**config.mk**
```make
export PLATFORM = sky130hd
export DESIGN_NAME = input_field_tokenizer
export DESIGN_NICKNAME = d
export VERILOG_FILES = /design/src/ift_pkg.sv /design/src/ift_fifo.sv /design/src/ift_front.sv /design/src/ift_back.sv /design/src/input_field_tokenizer.sv
export SDC_FILE = /design/constraint.sdc
export NUM_CORES = 1
export LEC_CHECK = 0
export ABC_AREA = 1
export ABC_CLOCK_PERIOD_IN_PS = 5700
export BUFFER_PORTS_ARGS = -buffer_cell sky130_fd_sc_hd__buf_4
export CAP_MARGIN = 10
export CORE_MARGIN = 4
export CORE_UTILIZATION = 50
export DETAILED_ROUTE_END_ITERATION = 6
export PLACE_DENSITY = 0.69
export SYNTH_ARGS = -nofsm -noshare
export SYNTH_HDL_FRONTEND = slang
export SYNTH_SLANG_ARGS = --single-unit
```
**constraint.sdc**
```tcl
create_clock -name clk -period 5.7 [get_ports clk]
set_clock_uncertainty 0.2 [all_clocks]
set_input_delay 0.57 -clock clk [delete_from_list [all_inputs] [get_ports clk]]
set_output_delay 0.57 -clock clk [all_outputs]
set_load 0.03 [all_outputs]
```
**src/ift_pkg.sv**
```systemverilog
// shared types and character codes for the field tokenizer
// no dependencies; imported by every module of the block
`default_nettype none

package ift_pkg;

  localparam int DEFAULT_MAX_FIELD_LEN = 1024;
  localparam int DEFAULT_QUEUE_DEPTH   = 2;

  localparam int CHAR_W = 32;
  localparam int LEN_W  = 11;

  localparam logic [CHAR_W-1:0] CH_COMMA = 32'h0000_002C;
  localparam logic [CHAR_W-1:0] CH_QUOTE = 32'h0000_0022;
  localparam logic [CHAR_W-1:0] CH_CR    = 32'h0000_000D;
  localparam logic [CHAR_W-1:0] CH_LF    = 32'h0000_000A;
  localparam logic [CHAR_W-1:0] CH_TAB   = 32'h0000_0009;
  localparam logic [CHAR_W-1:0] CH_SPACE = 32'h0000_0020;

  // classified request handed from front to back
  typedef struct packed {
    logic [CHAR_W-1:0] ch;
    logic              eoi;
    logic              is_blank;
    logic              is_comma;
    logic              is_quote;
    logic              is_cr;
    logic              is_lf;
    logic              is_str;
    logic [LEN_W-1:0]  max_len;
    logic              max_zero;
  } item_t;

  typedef struct packed {
    logic [CHAR_W-1:0] out_char;
    logic              char_valid;
    logic              field_end;
  } result_t;

  typedef enum logic [3:0] {
    PH_LEAD     = 4'b0001,
    PH_FIELD    = 4'b0010,
    PH_DELIM    = 4'b0100,
    PH_AFTER_CR = 4'b1000
  } phase_t;

endpackage

`default_nettype wire

```
**src/ift_fifo.sv**
```systemverilog
// small first-in first-out queue of flip-flops, generic width and depth
// depends on ift_pkg for the default depth
`default_nettype none

module ift_fifo
  import ift_pkg::*;
#(
  parameter int WIDTH = 1,
  parameter int DEPTH = DEFAULT_QUEUE_DEPTH
) (
  input  wire logic             clk,
  input  wire logic             rst,
  input  wire logic             push,
  input  wire logic [WIDTH-1:0] wdata,
  output logic                  full,
  input  wire logic             pop,
  output logic [WIDTH-1:0]      rdata,
  output logic                  empty
);

  localparam int PTR_W = (DEPTH > 1) ? $clog2(DEPTH) : 1;
  localparam int CNT_W = $clog2(DEPTH + 1);

  logic [WIDTH-1:0] mem [DEPTH];
  logic [PTR_W-1:0] wr_ptr;
  logic [PTR_W-1:0] rd_ptr;
  logic [CNT_W-1:0] count;
  logic             do_push;
  logic             do_pop;

  assign full    = (count == CNT_W'(DEPTH));
  assign empty   = (count == '0);
  assign do_push = push && !full;
  assign do_pop  = pop && !empty;
  assign rdata   = mem[rd_ptr];

  always_ff @(posedge clk) begin
    if (rst) begin
      wr_ptr <= '0;
      rd_ptr <= '0;
      count  <= '0;
    end else begin
      if (do_push) begin
        wr_ptr <= (wr_ptr == PTR_W'(DEPTH - 1)) ? '0 : wr_ptr + 1'b1;
      end
      if (do_pop) begin
        rd_ptr <= (rd_ptr == PTR_W'(DEPTH - 1)) ? '0 : rd_ptr + 1'b1;
      end
      if (do_push && !do_pop) begin
        count <= count + 1'b1;
      end else if (do_pop && !do_push) begin
        count <= count - 1'b1;
      end
    end
  end

  always_ff @(posedge clk) begin
    if (do_push) begin
      mem[wr_ptr] <= wdata;
    end
  end

endmodule

`default_nettype wire

```
**src/ift_front.sv**
```systemverilog
// front end: decodes each incoming character into delimiter classes
// and clamps the requested field length; depends on ift_pkg
`default_nettype none

module ift_front
  import ift_pkg::*;
#(
  parameter int MAX_FIELD_LEN = DEFAULT_MAX_FIELD_LEN
) (
  input  wire logic [CHAR_W-1:0] in_char,
  input  wire logic              end_of_input,
  input  wire logic              field_is_string,
  input  wire logic [LEN_W-1:0]  field_max_len,
  output item_t                  item
);

  logic             live;
  logic [LEN_W-1:0] len_clamped;

  // end of input overrides every character class
  assign live = !end_of_input;

  always_comb begin
    if ({21'd0, field_max_len} > 32'(MAX_FIELD_LEN)) begin
      len_clamped = LEN_W'(MAX_FIELD_LEN);
    end else begin
      len_clamped = field_max_len;
    end
  end

  always_comb begin
    item.ch       = in_char;
    item.eoi      = end_of_input;
    item.is_blank = live && (in_char == CH_SPACE || in_char == CH_TAB);
    item.is_comma = live && (in_char == CH_COMMA);
    item.is_quote = live && (in_char == CH_QUOTE);
    item.is_cr    = live && (in_char == CH_CR);
    item.is_lf    = live && (in_char == CH_LF);
    item.is_str   = field_is_string;
    item.max_len  = len_clamped;
    item.max_zero = (len_clamped == '0);
  end

endmodule

`default_nettype wire

```
**src/ift_back.sv**
```systemverilog
// back end: field state machine, one classified request per cycle while the result queue is not full
// depends on ift_pkg for item_t, result_t and phase_t
`default_nettype none

module ift_back
  import ift_pkg::*;
(
  input  wire logic  clk,
  input  wire logic  rst,
  input  wire logic  item_valid,
  input  wire item_t item,
  output logic       item_pop,
  input  wire logic  res_full,
  output logic       res_push,
  output result_t    res
);

  phase_t           phase;
  phase_t           phase_next;
  logic             in_quotes;
  logic             in_quotes_next;
  logic [LEN_W-1:0] field_length;
  logic [LEN_W-1:0] field_length_next;
  logic             lat_str;
  logic             lat_str_next;
  logic [LEN_W-1:0] lat_max;
  logic [LEN_W-1:0] lat_max_next;

  logic             take;
  logic             emit;
  logic             enter_lead;
  logic             run_field;
  logic             q_eff;
  logic             str_eff;
  logic [LEN_W-1:0] len_eff;
  logic [LEN_W-1:0] max_eff;
  logic [LEN_W:0]   len_inc;

  assign take     = item_valid && !res_full;
  assign item_pop = take;
  assign res_push = take && emit;

  always_comb begin
    phase_next        = phase;
    in_quotes_next    = in_quotes;
    field_length_next = field_length;
    lat_str_next      = lat_str;
    lat_max_next      = lat_max;
    emit              = 1'b0;
    res               = '0;
    enter_lead        = 1'b0;
    run_field         = 1'b0;
    len_inc           = {1'b0, field_length} + 1'b1;

    unique case (phase)
      PH_FIELD: begin
        run_field = 1'b1;
      end
      PH_DELIM: begin
        if (item.eoi || item.is_comma || item.is_lf) begin
          phase_next = PH_LEAD;
        end else if (item.is_cr) begin
          phase_next = PH_AFTER_CR;
        end else if (!item.is_blank) begin
          enter_lead = 1'b1;
        end
      end
      PH_AFTER_CR: begin
        phase_next = PH_LEAD;
        if (!(item.eoi || item.is_lf)) begin
          enter_lead = 1'b1;
        end
      end
      default: begin
        enter_lead = 1'b1;
      end
    endcase

    // start of a new field: latch the per-field settings
    if (enter_lead) begin
      phase_next = PH_LEAD;
      if (!item.is_blank) begin
        lat_str_next      = item.is_str;
        lat_max_next      = item.max_len;
        field_length_next = '0;
        in_quotes_next    = 1'b0;
        if (item.eoi) begin
          emit          = 1'b1;
          res.field_end = 1'b1;
        end else if (item.max_zero) begin
          phase_next    = item.is_cr ? PH_AFTER_CR : PH_LEAD;
          emit          = 1'b1;
          res.field_end = 1'b1;
        end else begin
          phase_next = PH_FIELD;
          run_field  = 1'b1;
        end
      end
    end

    q_eff   = in_quotes_next;
    str_eff = lat_str_next;
    len_eff = field_length_next;
    max_eff = lat_max_next;
    len_inc = {1'b0, len_eff} + 1'b1;

    if (run_field) begin
      if (item.eoi || item.is_lf) begin
        phase_next    = PH_LEAD;
        emit          = 1'b1;
        res.field_end = 1'b1;
      end else if (item.is_cr) begin
        phase_next    = PH_AFTER_CR;
        emit          = 1'b1;
        res.field_end = 1'b1;
      end else if (item.is_quote && !(!q_eff && len_eff != '0)) begin
        // opening quote only before the first kept character
        in_quotes_next = !q_eff;
        if (q_eff && str_eff) begin
          phase_next    = PH_DELIM;
          emit          = 1'b1;
          res.field_end = 1'b1;
        end
      end else if (item.is_comma && !q_eff) begin
        phase_next    = PH_LEAD;
        emit          = 1'b1;
        res.field_end = 1'b1;
      end else if (item.is_blank && !q_eff && !str_eff) begin
        phase_next    = PH_DELIM;
        emit          = 1'b1;
        res.field_end = 1'b1;
      end else begin
        field_length_next = len_inc[LEN_W-1:0];
        emit              = 1'b1;
        res.out_char      = item.ch;
        res.char_valid    = 1'b1;
        if (len_inc >= {1'b0, max_eff}) begin
          phase_next    = PH_DELIM;
          res.field_end = 1'b1;
        end
      end
    end
  end

  always_ff @(posedge clk) begin
    if (rst) begin
      phase        <= PH_LEAD;
      in_quotes    <= 1'b0;
      field_length <= '0;
      lat_str      <= 1'b0;
      lat_max      <= '0;
    end else if (take) begin
      phase        <= phase_next;
      in_quotes    <= in_quotes_next;
      field_length <= field_length_next;
      lat_str      <= lat_str_next;
      lat_max      <= lat_max_next;
    end
  end

endmodule

`default_nettype wire

```
**src/input_field_tokenizer.sv**
```systemverilog
// Field tokenizer for a stream of 32-bit characters.
// Input channel: drive in_char, end_of_input, field_is_string and
// field_max_len with push; a request is taken at a clock edge with push high
// and full low. field_is_string and field_max_len matter only on the request
// that starts a field; field_max_len is limited to MAX_FIELD_LEN.
// Result channel: while empty is low the oldest result sits on out_char,
// char_valid and field_end; it is taken at an edge with pop high.
// Each field gives one result per kept character, and ends with either a
// result carrying char_valid 0 and field_end 1, or, when cut at its length
// limit, with field_end set on its last character. Leading blanks, opening
// quotes and swallowed delimiters give no result.
// Path: a taken request is registered in the request queue, its result in the result queue.
// Throughput: one request per cycle; the back end updates its field state for
// each request that it takes, so only pop stalls slow the block down.
// Stall: when pop stays low the result queue fills, then the request queue
// between front and back (QUEUE_DEPTH entries) fills and full rises.
// Reset (rst, synchronous): both queues empty, next request starts a field.
// Structure: front end classifies, request queue, back end state machine,
// result queue.
`default_nettype none

module input_field_tokenizer
  import ift_pkg::*;
#(
  parameter int MAX_FIELD_LEN = DEFAULT_MAX_FIELD_LEN,
  parameter int QUEUE_DEPTH   = DEFAULT_QUEUE_DEPTH
) (
  input  wire logic              clk,
  input  wire logic              rst,
  input  wire logic              push,
  output logic                   full,
  input  wire logic [CHAR_W-1:0] in_char,
  input  wire logic              end_of_input,
  input  wire logic              field_is_string,
  input  wire logic [LEN_W-1:0]  field_max_len,
  output logic                   empty,
  input  wire logic              pop,
  output logic [CHAR_W-1:0]      out_char,
  output logic                   char_valid,
  output logic                   field_end
);

  item_t   front_item;
  item_t   back_item;
  logic    item_empty;
  logic    item_pop;
  logic    res_full;
  logic    res_push;
  result_t back_res;
  result_t head_res;

  ift_front #(
    .MAX_FIELD_LEN(MAX_FIELD_LEN)
  ) u_front (
    .in_char        (in_char),
    .end_of_input   (end_of_input),
    .field_is_string(field_is_string),
    .field_max_len  (field_max_len),
    .item           (front_item)
  );

  ift_fifo #(
    .WIDTH($bits(item_t)),
    .DEPTH(QUEUE_DEPTH)
  ) u_item_q (
    .clk  (clk),
    .rst  (rst),
    .push (push),
    .wdata(front_item),
    .full (full),
    .pop  (item_pop),
    .rdata(back_item),
    .empty(item_empty)
  );

  ift_back u_back (
    .clk       (clk),
    .rst       (rst),
    .item_valid(!item_empty),
    .item      (back_item),
    .item_pop  (item_pop),
    .res_full  (res_full),
    .res_push  (res_push),
    .res       (back_res)
  );

  ift_fifo #(
    .WIDTH($bits(result_t)),
    .DEPTH(QUEUE_DEPTH)
  ) u_res_q (
    .clk  (clk),
    .rst  (rst),
    .push (res_push),
    .wdata(back_res),
    .full (res_full),
    .pop  (pop),
    .rdata(head_res),
    .empty(empty)
  );

  assign out_char   = head_res.out_char;
  assign char_valid = head_res.char_valid;
  assign field_end  = head_res.field_end;

endmodule

`default_nettype wire

```
==> impl_metrics.py <==
metrics = {
    "outcome": {
        "status": "finished clean",
    },
    "logic_synthesis": {
        "synth-edff-count": 170,
        "syn_avg_cell_area_um2": 10.8,
        "ys_ff_latch": 208,
        "yosysTopAreaCellShare": 0.549,
        "ys_types": 46,
        "syn_nets": 923,
        "synthArstFlopShare": 0,
        "synthFlopType": "edfxtp_1",
        "yosysTopAreaCell": "edfxtp_1",
        "yosys-top-cells-area": "edfxtp_1 (55%), dfxtp_1 (8.2%), nand2_1 (6.3%)",
        "synth-seq-area-share": 0.630,
        "netlist_instances": 859,
        "netlist_area_um2": 9310,
        "ys_warn_count": 0,
    },
    "layout": {
        "finalNonFillerCells": 1192,
        "antenna_cells": 0,
        "drive_above_1_share": 0.217,
        "area_growth_pct": 16.6,
        "final_nets": 1011,
    },
    "clock_tree": {
        "post_cts_buffers": 0,
        "cts.htree.levels": 1,
        "cts-root-buf": "clkbuf_16",
        "clkTransAtPathRegs_ns": 0.06,
        "cts_buffers": 22,
        "clock_latency_ns": 0.49,
        "clock_sinks": 208,
        "cts_resized": 0,
        "cts_tree": "yes",
        "cts_hold_buf": 0,
        "cts_buffer_depth": 3,
    },
    "sta": {
        "whs_ns": 0.0717,
        "rsz0062_at_grt": "false",
        "timing.fmax_mhz": 215,
        "layout_min_cycle_time_ns": 4.66,
        "setup_tns_ns": 0,
        "fin_ws_ns": 1.04,
        "setup_viol": 0,
        "hold_viol": 0,
        "maxSlewHeadroom": 0.497,
        "worst-slew-pin-transition_ns": 0.747,
        "maxSlewViolCount": 0,
        "fin_crit_sh": 0.818,
    },
    "die": {
        "die_h_um": 144,
        "ios": 85,
        "initial_core_util": 0.513,
        "row_count": 49,
        "die_x_um": 144,
        "dieArea_um2": 20900,
        "core_um2": 18100,
    },
    "detailed_routing": {
        "drtPass1Iterations": 5,
        "routed_via_density": 5.31,
        "drt_iter0_drc": 463,
        "vias": 6329,
        "antenna_left": 0,
        "route.detailed.drc": 0,
        "wl_per_cell_um": 16.1,
        "wl_mm": 19.2,
    },
    "setup_path": {
        "cp_top_family": "simple AND/OR/NAND/NOR gates",
        "cp_slowest_cell": "dfxtp_2",
        "slowest_delay_ns": 0.53,
        "crit_fanout": 26,
        "rrSetupSlack_ns": 1.04,
        "worstPathArrival_ns": 4.67,
        "worst-setup-path-type": "flip-flop to flip-flop",
        "cp.required_ns": 5.71,
        "r2r_cells": 28,
        "endpoint_kind": "flip-flop",
        "cpMostUsedCell": "nand2_1",
        "start_kind": "flip-flop",
        "cp_num_buf_inv": 4,
        "r2r_end": "u_res_q.mem[1][0]",
    },
    "grt": {
        "grt.overflow.total": 0,
        "grt_pass1_vias": 5963,
        "grt_pass1_wl_mm": 30.3,
        "grt_max_degree": 53,
        "grt.total_usage": 0.183,
        "grt_antenna_before_repair": 0,
    },
    "min_path": {
        "hold_path.class": "input port to flip-flop",
        "min_to": "u_item_q.mem[1][39]",
        "hold_depth": 1,
        "min_from": "in_char[20]",
    },
    "placed_design": {
        "place.gp.congestion": 0.894,
        "place_ws_ns": 1.12,
        "dp_cells": 1152,
        "port_buffers": 84,
        "dp_hpwl_mm": 12.6,
    },
    "pwr": {
        "totalPowerFinal_mw": 5.19,
        "power_leakage_nw": 4.17,
        "ir_drop_uv": 285,
        "power_density_nw_per_um2": 478,
    },
    "flow_run": {
        "cap_violations": 0,
    },
}
[worst max-delay path by stage]
stage,startpoint,to,cells past startpoint
after floorplan,flip-flop,u_res_q.mem[1][0],22
after global placement,flip-flop,u_res_q.mem[0][0],28
after detailed placement,flip-flop,u_res_q.mem[0][0],28
after CTS,flip-flop,u_res_q.mem[1][0],28
after global routing,flip-flop,u_res_q.mem[1][0],28
final,flip-flop,u_res_q.mem[1][0],28
[sequential cells by signal (all words and copies together) (netlist names), named ones only]
name                 cells
u_item_q.count           2
u_item_q.rd_ptr          1
u_back.lat_str           1
u_back.lat_max          11
u_item_q.wr_ptr          1
u_back.phase             4
u_back.in_quotes         1
u_item_q.mem           102
u_back.field_length     11
u_res_q.mem             68
u_res_q.wr_ptr           1
u_res_q.count            2
u_res_q.rd_ptr           1
[through the flow]
| step | area [um2] | utilization |
|---|---|---|
| 6_report | 10900 | 0.598 |
| 5_1_grt | 10900 | 0.598 |
| 4_1_cts | 10900 | 0.598 |
| 3_5_place_dp | 10200 | 0.562 |
| 3_3_place_gp | 10200 | 0.562 |
| 2_1_floorplan | 9310 | - |
[synthesized netlist by cell type (all sizes together) (5+ instances only)]
cell type and n:
edfxtp 170, nand2 168, inv 106, a21oi 74, nor2 68, o21ai 46, dfxtp 38, mux2 34
nand3 22, clkbuf 21, ha 15, nor3 12, nor4 12, or2 12, nand4 10, buf 9
o211ai 8, a31oi 6, xor2 6, a21boi 5
[cell type report]
type / instances / area (um2)
fill: 1531 / 7290
sequential: 208 / 5870
multi-input combinational: 514 / 2930
timing repair buffer: 94 / 706
clock buffer: 29 / 598
inverter: 107 / 404
tap: 229 / 287
clock inverter: 11 / 65.1
[kinds of logic after synthesis]
| group | synth area share |
|---|---|
| flip-flops | 0.630 |
| buffers and inverters | 0.0589 |
| multiplexers | 0.0422 |
| AO/OA/AOI/OAI | 0.0873 |
| adder cells (fa/ha/maj) | 0.0202 |
| XOR/XNOR | 0.00659 |
| AND/OR/NAND/NOR | 0.154 |
[power by group]
part	switching, mW	internal, mW	leakage (nW)
Sequential	0.112	1.99	1.89
Clock	0.566	0.743	0.312
Combinational	1.20	0.573	1.97
Total	1.88	3.31	4.17
[layer usage]
metal | vias up | GRT usage | wire (um)
li1 | 3135 | - | -
met4 | 0 | 0.0466 | 370
met2 | 165 | 0.304 | 9280
met5 | - | 0 | 0
met1 | 3005 | 0.256 | 8620
met3 | 24 | 0.0238 | 915
[cells in the final DEF, fill, tap and decap left out, types with 20 or more instances in the layout]
cell type,count
nand3_1,20
edfxtp_1,170
clkbuf_16,23
o21ai_0,42
nand2_1,155
dfxtp_1,37
a21oi_1,74
buf_4,94
inv_1,102
mux2_2,34
nor2_1,54
No activity file was read; power rests on OpenSTA's default activity.
